--- config.mk ---
export PLATFORM = sky130hd
export DESIGN_NAME = linear_interp_resampler
export DESIGN_NICKNAME = d
export VERILOG_FILES = /design/src/rtl/core/lir_pkg.sv /design/src/rtl/core/lir_regs.sv /design/src/rtl/core/lir_dp.sv /design/src/rtl/core/lir_ctrl.sv /design/src/rtl/core/linear_interp_resampler.sv
export SDC_FILE = /design/constraint.sdc
export NUM_CORES = 2
export LEC_CHECK = 0
export ABC_AREA = 1
export ABC_CLOCK_PERIOD_IN_PS = 10300
export BUFFER_PORTS_ARGS = -buffer_cell sky130_fd_sc_hd__buf_2
export CORE_AREA = 2 2 322 562
export DETAILED_ROUTE_END_ITERATION = 16
export DIE_AREA = 0 0 324 564
export GPL_TIMING_DRIVEN = 1
export PLACE_DENSITY = 0.51
export RECOVER_POWER = 100
export SYNTH_ARGS = -nofsm -noshare
export SYNTH_HDL_FRONTEND = slang
export SYNTH_SLANG_ARGS = --single-unit
--- constraint.sdc ---
create_clock -name clk -period 10.3 [get_ports clk]
set_clock_uncertainty 0.15 [all_clocks]
set_input_delay 0.515 -clock clk [delete_from_list [all_inputs] [get_ports clk]]
set_output_delay 0.515 -clock clk [all_outputs]
set_load 0.1 [all_outputs]
--- src/rtl/core/lir_pkg.sv ---
// Shared constants, register indexes and control/status types for the
// linear interpolation resampler. No dependencies.
package lir_pkg;

  // Default widths handed to the top level parameters
  localparam int SAMPLE_BITS_DEF      = 24;
  localparam int FRAME_COUNT_BITS_DEF = 24;

  // Fraction bits of the Q.24 read position
  localparam int FRAC_BITS = 24;
  // Rounding bias: one half in the Q.24 fraction, added to products before truncation
  localparam int FRAC_HALF = 1 << (FRAC_BITS - 1);

  // Results emitted per source frame at most
  localparam int MAX_RESULTS = 64;
  localparam int RES_CNT_W   = $clog2(MAX_RESULTS + 1);

  // Configuration port
  localparam int RATE_W      = 19;
  localparam int STEP_W      = 32;
  localparam int CFG_DATA_W  = 32;
  localparam int CFG_INDEX_W = 3;

  localparam logic [CFG_INDEX_W-1:0] REG_SOURCE_RATE   = 3'd0;
  localparam logic [CFG_INDEX_W-1:0] REG_TARGET_RATE   = 3'd1;
  localparam logic [CFG_INDEX_W-1:0] REG_PHASE_STEP    = 3'd2;
  localparam logic [CFG_INDEX_W-1:0] REG_INPUT_FRAMES  = 3'd3;
  localparam logic [CFG_INDEX_W-1:0] REG_OUTPUT_FRAMES = 3'd4;
  localparam logic [CFG_INDEX_W-1:0] REG_STEREO_INPUT  = 3'd5;

  // Register reset values
  localparam logic [RATE_W-1:0] SOURCE_RATE_RST = 19'd44100;
  localparam logic [RATE_W-1:0] TARGET_RATE_RST = 19'd48000;
  localparam logic [STEP_W-1:0] PHASE_STEP_RST  = 32'h0100_0000;
  localparam logic              STEREO_RST      = 1'b1;

  // Output value select, chosen when a result is staged
  localparam logic [1:0] SEL_LERP = 2'd0;
  localparam logic [1:0] SEL_CUR  = 2'd1;
  localparam logic [1:0] SEL_PREV = 2'd2;

  // Controller to datapath
  typedef struct packed {
    logic load;         // latch the input frame, restart buffer if done
    logic stage;        // register products and pick the output source
    logic emit;         // write one result to the output register
    logic commit;       // current frame becomes previous, count it
    logic emit_bypass;  // pass the frame straight through
  } lir_cmd_t;

  // Datapath to controller
  typedef struct packed {
    logic bypass;    // rates zero or equal
    logic flushing;  // all source frames taken
    logic can_emit;  // next position falls in the current interval, or last frame
    logic more;      // result budget and output count not used up
    logic out_free;  // output register can take a result this cycle
  } lir_status_t;

endpackage

--- src/rtl/core/lir_regs.sv ---
// Configuration register file of the resampler: six registers written over
// an index/data channel, plus the derived bypass flag and frame counts.
// Depends on lir_pkg.
module lir_regs
  import lir_pkg::*;
#(
  parameter int FRAME_COUNT_BITS = FRAME_COUNT_BITS_DEF
) (
  input  logic                        clk,
  input  logic                        rst,
  input  logic                        cfg_valid,
  output logic                        cfg_ready,
  input  logic [CFG_INDEX_W-1:0]      cfg_index,
  input  logic [CFG_DATA_W-1:0]       cfg_data,
  output logic [STEP_W-1:0]           phase_step,
  output logic [FRAME_COUNT_BITS-1:0] n_in,
  output logic [FRAME_COUNT_BITS-1:0] n_out,
  output logic                        stereo_input,
  output logic                        bypass
);

  logic [RATE_W-1:0]           source_rate;
  logic [RATE_W-1:0]           target_rate;
  logic [FRAME_COUNT_BITS-1:0] input_frames;
  logic [FRAME_COUNT_BITS-1:0] output_frames;

  // Writes are always taken
  assign cfg_ready = 1'b1;

  always_ff @(posedge clk) begin
    if (rst) begin
      source_rate   <= SOURCE_RATE_RST;
      target_rate   <= TARGET_RATE_RST;
      phase_step    <= PHASE_STEP_RST;
      input_frames  <= FRAME_COUNT_BITS'(1);
      output_frames <= FRAME_COUNT_BITS'(1);
      stereo_input  <= STEREO_RST;
    end else if (cfg_valid) begin
      unique case (cfg_index)
        REG_SOURCE_RATE:   source_rate   <= cfg_data[RATE_W-1:0];
        REG_TARGET_RATE:   target_rate   <= cfg_data[RATE_W-1:0];
        REG_PHASE_STEP:    phase_step    <= cfg_data[STEP_W-1:0];
        REG_INPUT_FRAMES:  input_frames  <= cfg_data[FRAME_COUNT_BITS-1:0];
        REG_OUTPUT_FRAMES: output_frames <= cfg_data[FRAME_COUNT_BITS-1:0];
        REG_STEREO_INPUT:  stereo_input  <= cfg_data[0];
        default: ;
      endcase
    end
  end

  // Zero counts act as one
  assign n_in  = (input_frames == '0) ? FRAME_COUNT_BITS'(1) : input_frames;
  assign n_out = (output_frames == '0) ? FRAME_COUNT_BITS'(1) : output_frames;

  assign bypass = (source_rate == '0) || (target_rate == '0) ||
                  (source_rate == target_rate);

endmodule

--- src/rtl/core/lir_dp.sv ---
// Datapath of the resampler: frame registers, position accumulator, counters,
// interpolation multipliers and the output register.
// Depends on lir_pkg.
module lir_dp
  import lir_pkg::*;
#(
  parameter int SAMPLE_BITS      = SAMPLE_BITS_DEF,
  parameter int FRAME_COUNT_BITS = FRAME_COUNT_BITS_DEF
) (
  input  logic                          clk,
  input  logic                          rst,
  input  lir_cmd_t                      cmd,
  output lir_status_t                   status,
  input  logic signed [SAMPLE_BITS-1:0] in_left,
  input  logic signed [SAMPLE_BITS-1:0] in_right,
  input  logic [STEP_W-1:0]             phase_step,
  input  logic [FRAME_COUNT_BITS-1:0]   n_in,
  input  logic [FRAME_COUNT_BITS-1:0]   n_out,
  input  logic                          stereo_input,
  input  logic                          bypass,
  output logic                          out_valid,
  input  logic                          out_ready,
  output logic [SAMPLE_BITS-1:0]        out_left,
  output logic [SAMPLE_BITS-1:0]        out_right,
  output logic                          out_last
);

  localparam int POS_W  = FRAME_COUNT_BITS + FRAC_BITS;
  localparam int DIFF_W = SAMPLE_BITS + 1;
  localparam int PROD_W = DIFF_W + FRAC_BITS + 1;
  localparam int RND_W  = PROD_W - FRAC_BITS;

  // Frames
  logic signed [SAMPLE_BITS-1:0] cur_l, cur_r, prev_l, prev_r;
  // Buffer progress
  logic [FRAME_COUNT_BITS-1:0] taken, given;
  logic [POS_W-1:0]            pos;
  logic [RES_CNT_W-1:0]        k;
  // Staged result
  logic signed [PROD_W-1:0]    prod_l, prod_r;
  logic [1:0]                  sel;

  // Position fields and saturating advance
  logic [FRAME_COUNT_BITS-1:0] ipos;
  logic [FRAC_BITS-1:0]        frac;
  logic [POS_W:0]              pos_sum;
  logic [POS_W-1:0]            pos_adv;
  logic                        restart, lerp_ok, last_frame;

  assign ipos    = pos[POS_W-1:FRAC_BITS];
  assign frac    = pos[FRAC_BITS-1:0];
  assign pos_sum = {1'b0, pos} + (POS_W+1)'(phase_step);
  assign pos_adv = pos_sum[POS_W] ? '1 : pos_sum[POS_W-1:0];

  assign restart    = (taken >= n_in) && (bypass || (given >= n_out));
  assign last_frame = (taken == n_in - FRAME_COUNT_BITS'(1));
  assign lerp_ok    = (taken != '0) && (ipos < taken);

  assign status.bypass   = bypass;
  assign status.flushing = (taken >= n_in);
  assign status.can_emit = lerp_ok || last_frame;
  assign status.more     = (k < RES_CNT_W'(MAX_RESULTS)) && (given < n_out);
  assign status.out_free = !out_valid || out_ready;

  // Difference times fraction, one multiplier per channel
  logic signed [DIFF_W-1:0]    diff_l, diff_r;
  logic signed [FRAC_BITS:0]   frac_s;
  logic signed [PROD_W-1:0]    prod_l_next, prod_r_next;

  assign diff_l      = {cur_l[SAMPLE_BITS-1], cur_l} - {prev_l[SAMPLE_BITS-1], prev_l};
  assign diff_r      = {cur_r[SAMPLE_BITS-1], cur_r} - {prev_r[SAMPLE_BITS-1], prev_r};
  assign frac_s      = {1'b0, frac};
  assign prod_l_next = PROD_W'(diff_l) * PROD_W'(frac_s);
  assign prod_r_next = PROD_W'(diff_r) * PROD_W'(frac_s);

  // Round to nearest, ties up, then add to the previous sample
  logic signed [PROD_W-1:0] biased_l, biased_r;
  logic [RND_W-1:0]         sum_l, sum_r;
  logic [SAMPLE_BITS-1:0]   val_l, val_r;

  assign biased_l = prod_l + PROD_W'(FRAC_HALF);
  assign biased_r = prod_r + PROD_W'(FRAC_HALF);
  assign sum_l    = RND_W'(prev_l) + biased_l[PROD_W-1:FRAC_BITS];
  assign sum_r    = RND_W'(prev_r) + biased_r[PROD_W-1:FRAC_BITS];

  always_comb begin
    unique case (sel)
      SEL_LERP: begin
        val_l = sum_l[SAMPLE_BITS-1:0];
        val_r = sum_r[SAMPLE_BITS-1:0];
      end
      SEL_CUR: begin
        val_l = cur_l;
        val_r = cur_r;
      end
      default: begin
        val_l = prev_l;
        val_r = prev_r;
      end
    endcase
  end

  // Control state: counters, position, previous frame, output valid
  always_ff @(posedge clk) begin
    if (rst) begin
      prev_l    <= '0;
      prev_r    <= '0;
      taken     <= '0;
      given     <= '0;
      pos       <= '0;
      k         <= '0;
      out_valid <= 1'b0;
    end else begin
      if (cmd.load) begin
        k <= '0;
        if (restart) begin
          taken <= '0;
          given <= '0;
          pos   <= '0;
        end
      end else if (cmd.emit_bypass || cmd.commit) begin
        prev_l <= cur_l;
        prev_r <= cur_r;
        taken  <= taken + FRAME_COUNT_BITS'(1);
      end else if (cmd.emit) begin
        given <= given + FRAME_COUNT_BITS'(1);
        k     <= k + RES_CNT_W'(1);
        pos   <= pos_adv;
      end

      if (cmd.emit || cmd.emit_bypass) begin
        out_valid <= 1'b1;
      end else if (out_ready) begin
        out_valid <= 1'b0;
      end
    end
  end

  // Payload registers
  always_ff @(posedge clk) begin
    if (cmd.load) begin
      cur_l <= in_left;
      cur_r <= stereo_input ? in_right : in_left;
    end
    if (cmd.stage) begin
      prod_l <= prod_l_next;
      prod_r <= prod_r_next;
      if (taken >= n_in) begin
        sel <= SEL_PREV;
      end else if (lerp_ok) begin
        sel <= SEL_LERP;
      end else begin
        sel <= SEL_CUR;
      end
    end
    if (cmd.emit_bypass) begin
      out_left  <= cur_l;
      out_right <= cur_r;
      out_last  <= last_frame;
    end else if (cmd.emit) begin
      out_left  <= val_l;
      out_right <= val_r;
      out_last  <= (given == n_out - FRAME_COUNT_BITS'(1));
    end
  end

endmodule

--- src/rtl/core/lir_ctrl.sv ---
// Controller of the resampler: takes one source frame, then passes it
// straight out in bypass or steps the datapath through stage/emit pairs
// until the frame's results are done. Depends on lir_pkg.
module lir_ctrl
  import lir_pkg::*;
(
  input  logic        clk,
  input  logic        rst,
  input  logic        in_valid,
  output logic        in_ready,
  input  lir_status_t status,
  output lir_cmd_t    cmd
);

  localparam logic [1:0] S_IDLE   = 2'd0;
  localparam logic [1:0] S_DECIDE = 2'd1;
  localparam logic [1:0] S_EMIT   = 2'd2;

  logic [1:0] state, state_next;

  always_ff @(posedge clk) begin
    if (rst) begin
      state <= S_IDLE;
    end else begin
      state <= state_next;
    end
  end

  always_comb begin
    state_next = state;
    cmd        = '0;
    in_ready   = 1'b0;
    unique case (state)
      S_IDLE: begin
        in_ready = 1'b1;
        if (in_valid) begin
          cmd.load   = 1'b1;
          state_next = S_DECIDE;
        end
      end
      S_DECIDE: begin
        if (status.bypass) begin
          // one result, straight through
          if (status.out_free) begin
            cmd.emit_bypass = 1'b1;
            state_next      = S_IDLE;
          end
        end else if (status.more && (status.flushing || status.can_emit)) begin
          cmd.stage  = 1'b1;
          state_next = S_EMIT;
        end else begin
          // frame done; a flush call leaves the previous frame as it is
          cmd.commit = !status.flushing;
          state_next = S_IDLE;
        end
      end
      S_EMIT: begin
        if (status.out_free) begin
          cmd.emit   = 1'b1;
          state_next = S_DECIDE;
        end
      end
      default: begin
        state_next = S_IDLE;
      end
    endcase
  end

endmodule

--- src/rtl/core/linear_interp_resampler.sv ---
// Linear interpolation stereo resampler, one source frame per transaction.
// Each result is staged (difference times fraction registered) and then written
// to the output register; in bypass the frame goes straight to the output register.
// A frame yields at most 64 results; the next frame is taken only once they are all
// written, and output stalls hold the decide/stage/emit sequence.
// Reset: synchronous; registers return to defaults, counters and position clear.
module linear_interp_resampler
  import lir_pkg::*;
#(
  parameter int SAMPLE_BITS      = SAMPLE_BITS_DEF,
  parameter int FRAME_COUNT_BITS = FRAME_COUNT_BITS_DEF,
  localparam int DATA_W          = ((2 * SAMPLE_BITS + 7) / 8) * 8
) (
  input  logic                   clk,
  input  logic                   rst,
  // Source frames
  input  logic                   s_axis_tvalid,
  output logic                   s_axis_tready,
  input  logic [DATA_W-1:0]      s_axis_tdata,   // left_in, right_in, zero pad
  // Output frames
  output logic                   m_axis_tvalid,
  input  logic                   m_axis_tready,
  output logic [DATA_W-1:0]      m_axis_tdata,   // left_out, right_out, zero pad
  output logic                   m_axis_tlast,
  // Register writes
  input  logic                   cfg_valid,
  output logic                   cfg_ready,
  input  logic [CFG_INDEX_W-1:0] cfg_index,
  input  logic [CFG_DATA_W-1:0]  cfg_data
);

  lir_cmd_t                      cmd;
  lir_status_t                   status;
  logic [STEP_W-1:0]             phase_step;
  logic [FRAME_COUNT_BITS-1:0]   n_in, n_out;
  logic                          stereo_input, bypass;
  logic [SAMPLE_BITS-1:0]        out_left, out_right;

  lir_regs #(
    .FRAME_COUNT_BITS(FRAME_COUNT_BITS)
  ) u_regs (
    .clk          (clk),
    .rst          (rst),
    .cfg_valid    (cfg_valid),
    .cfg_ready    (cfg_ready),
    .cfg_index    (cfg_index),
    .cfg_data     (cfg_data),
    .phase_step   (phase_step),
    .n_in         (n_in),
    .n_out        (n_out),
    .stereo_input (stereo_input),
    .bypass       (bypass)
  );

  lir_ctrl u_ctrl (
    .clk      (clk),
    .rst      (rst),
    .in_valid (s_axis_tvalid),
    .in_ready (s_axis_tready),
    .status   (status),
    .cmd      (cmd)
  );

  lir_dp #(
    .SAMPLE_BITS      (SAMPLE_BITS),
    .FRAME_COUNT_BITS (FRAME_COUNT_BITS)
  ) u_dp (
    .clk          (clk),
    .rst          (rst),
    .cmd          (cmd),
    .status       (status),
    .in_left      (s_axis_tdata[SAMPLE_BITS-1:0]),
    .in_right     (s_axis_tdata[2*SAMPLE_BITS-1:SAMPLE_BITS]),
    .phase_step   (phase_step),
    .n_in         (n_in),
    .n_out        (n_out),
    .stereo_input (stereo_input),
    .bypass       (bypass),
    .out_valid    (m_axis_tvalid),
    .out_ready    (m_axis_tready),
    .out_left     (out_left),
    .out_right    (out_right),
    .out_last     (m_axis_tlast)
  );

  assign m_axis_tdata = DATA_W'({out_right, out_left});

  // No staging or output write while a new frame can be taken
  a_idle_quiet: assert property (@(posedge clk) disable iff (rst)
    s_axis_tready |-> !(cmd.stage || cmd.emit || cmd.emit_bypass))
    else $error("datapath command issued while idle");

  // A taken frame keeps the input closed in the following cycle
  a_one_frame: assert property (@(posedge clk) disable iff (rst)
    s_axis_tvalid && s_axis_tready |=> !s_axis_tready)
    else $error("second frame taken back to back");

  // Every result write shows up on the output
  a_emit_shown: assert property (@(posedge clk) disable iff (rst)
    cmd.emit || cmd.emit_bypass |=> m_axis_tvalid)
    else $error("result written but not offered");

endmodule
==> impl_metrics.tcl <==
set metrics [dict create \
    cp_slowest_cell "fa_1" \
    viasPerCell 5.38 \
    maxCapViolCount 11 \
    p_per_area_mw_per_mm2 89.1 \
    dieArea_mm2 0.183 \
    drc_errors 0 \
    drtPass1Iterations 12 \
    worst_slew_pin_slew_ps 4120 \
    synthesis.nets 10700 \
    dp.final_hpwl_um 228000 \
    ys_seq_elements 422 \
    maxSlewViolCount 545 \
    clock_sinks 422 \
    overflow 0 \
    syn_avg_cell_area_um2 7.94 \
    hold_start "cfg_data[26]" \
    status "finished, violations left" \
    cts_buffer_depth 3 \
    fp.dieH_um 564 \
    syn_area_mm2 0.0708 \
    grt_pass1_wl_um 413000 \
    clk_latency_ps 680 \
    grtUsageTotal 0.308 \
    synth_flop_cell "dfxtp_1" \
    slowest_delay_ps 590 \
    worst_r2r_path_depth 39 \
    via_count 61500 \
    failed_checks "max-capacitance violations, max-slew violations" \
    async_flop_share 0 \
    cp-start-kind "flop" \
    place.gp.congestion 0.976 \
    leakagePower_nw 37.6 \
    min_to "u_regs.phase_step[26]" \
    critical_path_class "reg -> reg" \
    vdd_drop_max_v 0.000135 \
    cts_buffers 45 \
    nets 10800 \
    hold_class "in -> reg" \
    crit_fanout 9 \
    ys_warn_count 0 \
    die_w_um 324 \
    holdPathStages 3 \
    synth_cell_types 67 \
    worst_slack_ps 380 \
    hold_violations 0 \
    initial_core_util 0.397 \
    ys_seq_area_frac 0.140 \
    coreArea_mm2 0.178 \
    setup_viol 0 \
    worst_r2r_endpoint "u_dp.prod_r[45]" \
    crit_arrival_ps 10180 \
    cpMostUsedCell "fa_1" \
    clk_pin_slew_ps 70 \
    crit_path_end_kind "flop" \
    min_period_ps 9920 \
    grt_max_degree 74 \
    htree_levels 2 \
    drive_gt1_frac 0.0517 \
    ant_nets 0 \
    pin_count 140 \
    syn_inst 8916 \
    portBuffers 138 \
    routed_wl_um 279000 \
    cts_tree "yes" \
    synth_edf_count 149 \
    drt_iter0_drc 4301 \
    rows 205 \
    clock.fmax_ghz 0.101 \
    rsz0062_at_grt "no" \
    setup_tns_ps 0 \
    relSlewSlack -1.74 \
    r2r_setup_slack_ps 380 \
    post-route-period-util 0.963 \
    grt_pass1_vias 65100 \
    fill_cells 18300 \
    areaGrowthSynthToFinish_pct 7.99 \
    antenna_found_initial 10 \
    dp_slack_ps 455 \
    r2r-start "u_dp.cur_r[0]" \
    wire_per_inst_um 24.4 \
    worstPathRequired_ps 10560 \
    cts_root_buffer "clkbuf_16" \
]
-- cells in the mapped netlist, types with 5 or more instances --
cell          n  share of area
a211oi_1      8        0.00085
a21boi_0      5        0.00053
a21o_1       13         0.0014
a21oi_1     449          0.032
a221oi_1      5        0.00062
a31oi_1      39         0.0034
a41oi_1      27         0.0033
buf_1        11        0.00058
buf_2        24         0.0017
clkbuf_1    288          0.015
clkinv_1     34         0.0018
dfxtp_1     273          0.077
edfxtp_1    149          0.063
fa_1       1222           0.35
ha_1        475          0.084
inv_1      1813          0.096
inv_2         7        0.00037
mux2_2       24         0.0038
nand2_1    1221          0.065
nand3_1     274          0.019
nand3b_1      9        0.00095
nand4_1     118          0.010
nor2_1     1324          0.070
nor2_2        6        0.00053
nor3_1       85         0.0060
nor4_1       49         0.0043
o2111ai_1    11         0.0014
o211ai_1     18         0.0019
o21a_1       21         0.0022
o21ai_0     409          0.029
o21ai_1      34         0.0024
o21bai_1     15         0.0016
o221ai_1     18         0.0022
or2_2        74         0.0065
xnor2_1     119          0.015
xor2_1      193          0.024
-- worst max path at each step --
| stage | from | to | slack [ps] | cells after the start |
|---|---|---|---|---|
| after floorplan | u_dp.cur_l[0] | u_dp.prod_l[47] | 1680 | 37 |
| after global placement | u_dp.cur_r[0] | u_dp.prod_r[45] | 380 | 37 |
| after detailed placement | u_dp.cur_l[2] | u_dp.prod_l[45] | 450 | 35 |
| after CTS | u_dp.cur_r[0] | u_dp.prod_r[45] | 430 | 36 |
| after global routing | u_dp.cur_r[0] | u_dp.prod_r[45] | 20 | 35 |
| final | u_dp.cur_r[0] | u_dp.prod_r[45] | 380 | 39 |
-- cells in the final DEF (no fill, tap or decap), types with 27 or more instances in the layout --
cell       netlist  layout
a21oi_1        449     449
xnor2_1        119     117
xor2_1         193     190
buf_2           24      64
dfxtp_1        273     267
clkinv_1        34      34
edfxtp_1       149     149
clkbuf_16        0      49
ha_1           475     475
nand4_1        118     118
o21ai_0        409     433
or2_2           74      74
nor2_1        1324    1322
a31oi_1         39      39
nand2_1       1221    1218
inv_1         1813    1803
a41oi_1         27      27
buf_4            2     184
nor4_1          49      48
nand3_1        274     276
fa_1          1222    1222
nor3_1          85      85
clkbuf_1       288      94
-- metrics by stage --
| stage | hold WS (ps) | total power [mW] | instances | area, um^2 | util |
|---|---|---|---|---|---|
| 2_1_floorplan | 285 | 3.46 | 8916 | 70800 | - |
| 3_3_place_gp | 311 | 4.94 | 11300 | 74800 | 0.419 |
| 3_5_place_dp | 312 | 4.94 | 11300 | 74800 | 0.419 |
| 4_1_cts | 1.35 | 6.78 | 11400 | 76600 | 0.430 |
| 5_1_grt | 47.3 | 7.04 | 11400 | 76400 | 0.429 |
| 6_report | 34.8 | 6.81 | 11400 | 76500 | 0.429 |
-- critical path, delay by kind of cell (launching register included) --
kind	cells	cell delay, ps
AND/OR/NAND/NOR	9	1580
AO/OA/AOI/OAI	9	1560
adder cells (fa/ha/maj)	10	4580
buffers and inverters	9	960
flip-flops	1	360
XOR/XNOR	2	470
-- timing repair --
action	CTS	global route
endpoints found under the hold margin	25	0
setup buffers	0	2
hold buffers	25	0
gates resized for setup	0	11
setup endpoints to repair	0	5
-- sequential cells by signal, summed over array words and instances, names as in the netlist, 2 cells and up --
| register | cells |
|---|---|
| u_regs.target_rate | 19 |
| u_regs.phase_step | 32 |
| u_dp.out_left | 24 |
| u_regs.input_frames | 24 |
| u_dp.taken | 24 |
| u_regs.source_rate | 19 |
| u_dp.cur_r | 24 |
| u_regs.output_frames | 24 |
| u_ctrl.state | 2 |
| u_dp.pos | 48 |
| u_dp.k | 7 |
| u_dp.prod_r | 25 |
| u_dp.prod_l | 25 |
| u_dp.prev_l | 24 |
| u_dp.out_right | 24 |
| u_dp.given | 24 |
| u_dp.prev_r | 24 |
| u_dp.sel | 2 |
| u_dp.cur_l | 24 |
-- routing by layer --
layer | GRT usage | part of all wire
met5 | 0 | 0.00012
met4 | 0.223 | 0.088
met3 | 0.0372 | 0.052
met2 | 0.560 | 0.51
met1 | 0.326 | 0.35
-- area by class of cell --
cell class / instances / area [um^2] / area share
Multi-Input combinational cell: 6308 / 52600 / 0.688
Sequential cell: 422 / 9950 / 0.130
Inverter: 1855 / 6970 / 0.0912
Tap cell: 2380 / 2980 / 0.0389
Timing Repair Buffer: 366 / 2350 / 0.0308
Clock buffer: 61 / 1320 / 0.0172
Clock inverter: 21 / 258 / 0.00337
Antenna cell: 9 / 22.5 / 0.000295
-- where the power goes --
group          internal [mW]  switching, mW
clock network          0.987          0.841
logic                  0.732           2.29
registers               1.84          0.126
-- logic make-up (layout without fill, tap and decap cells) --
group | count (synthesis) | in the layout | share of synthesized area
adders and majority gates | 1697 | 1697 | 0.429
and+or+nand+nor | 3180 | 3180 | 0.185
muxes | 24 | 24 | 0.00382
AOI/OAI and AO/OA | 1093 | 1093 | 0.0849
other | 1 | 10 | 0.0000530
DFF | 422 | 422 | 0.140
buffers and inverters | 2186 | 2303 | 0.117
xor gates and xnor gates | 313 | 313 | 0.0388
(Power assumes the default switching activity.)
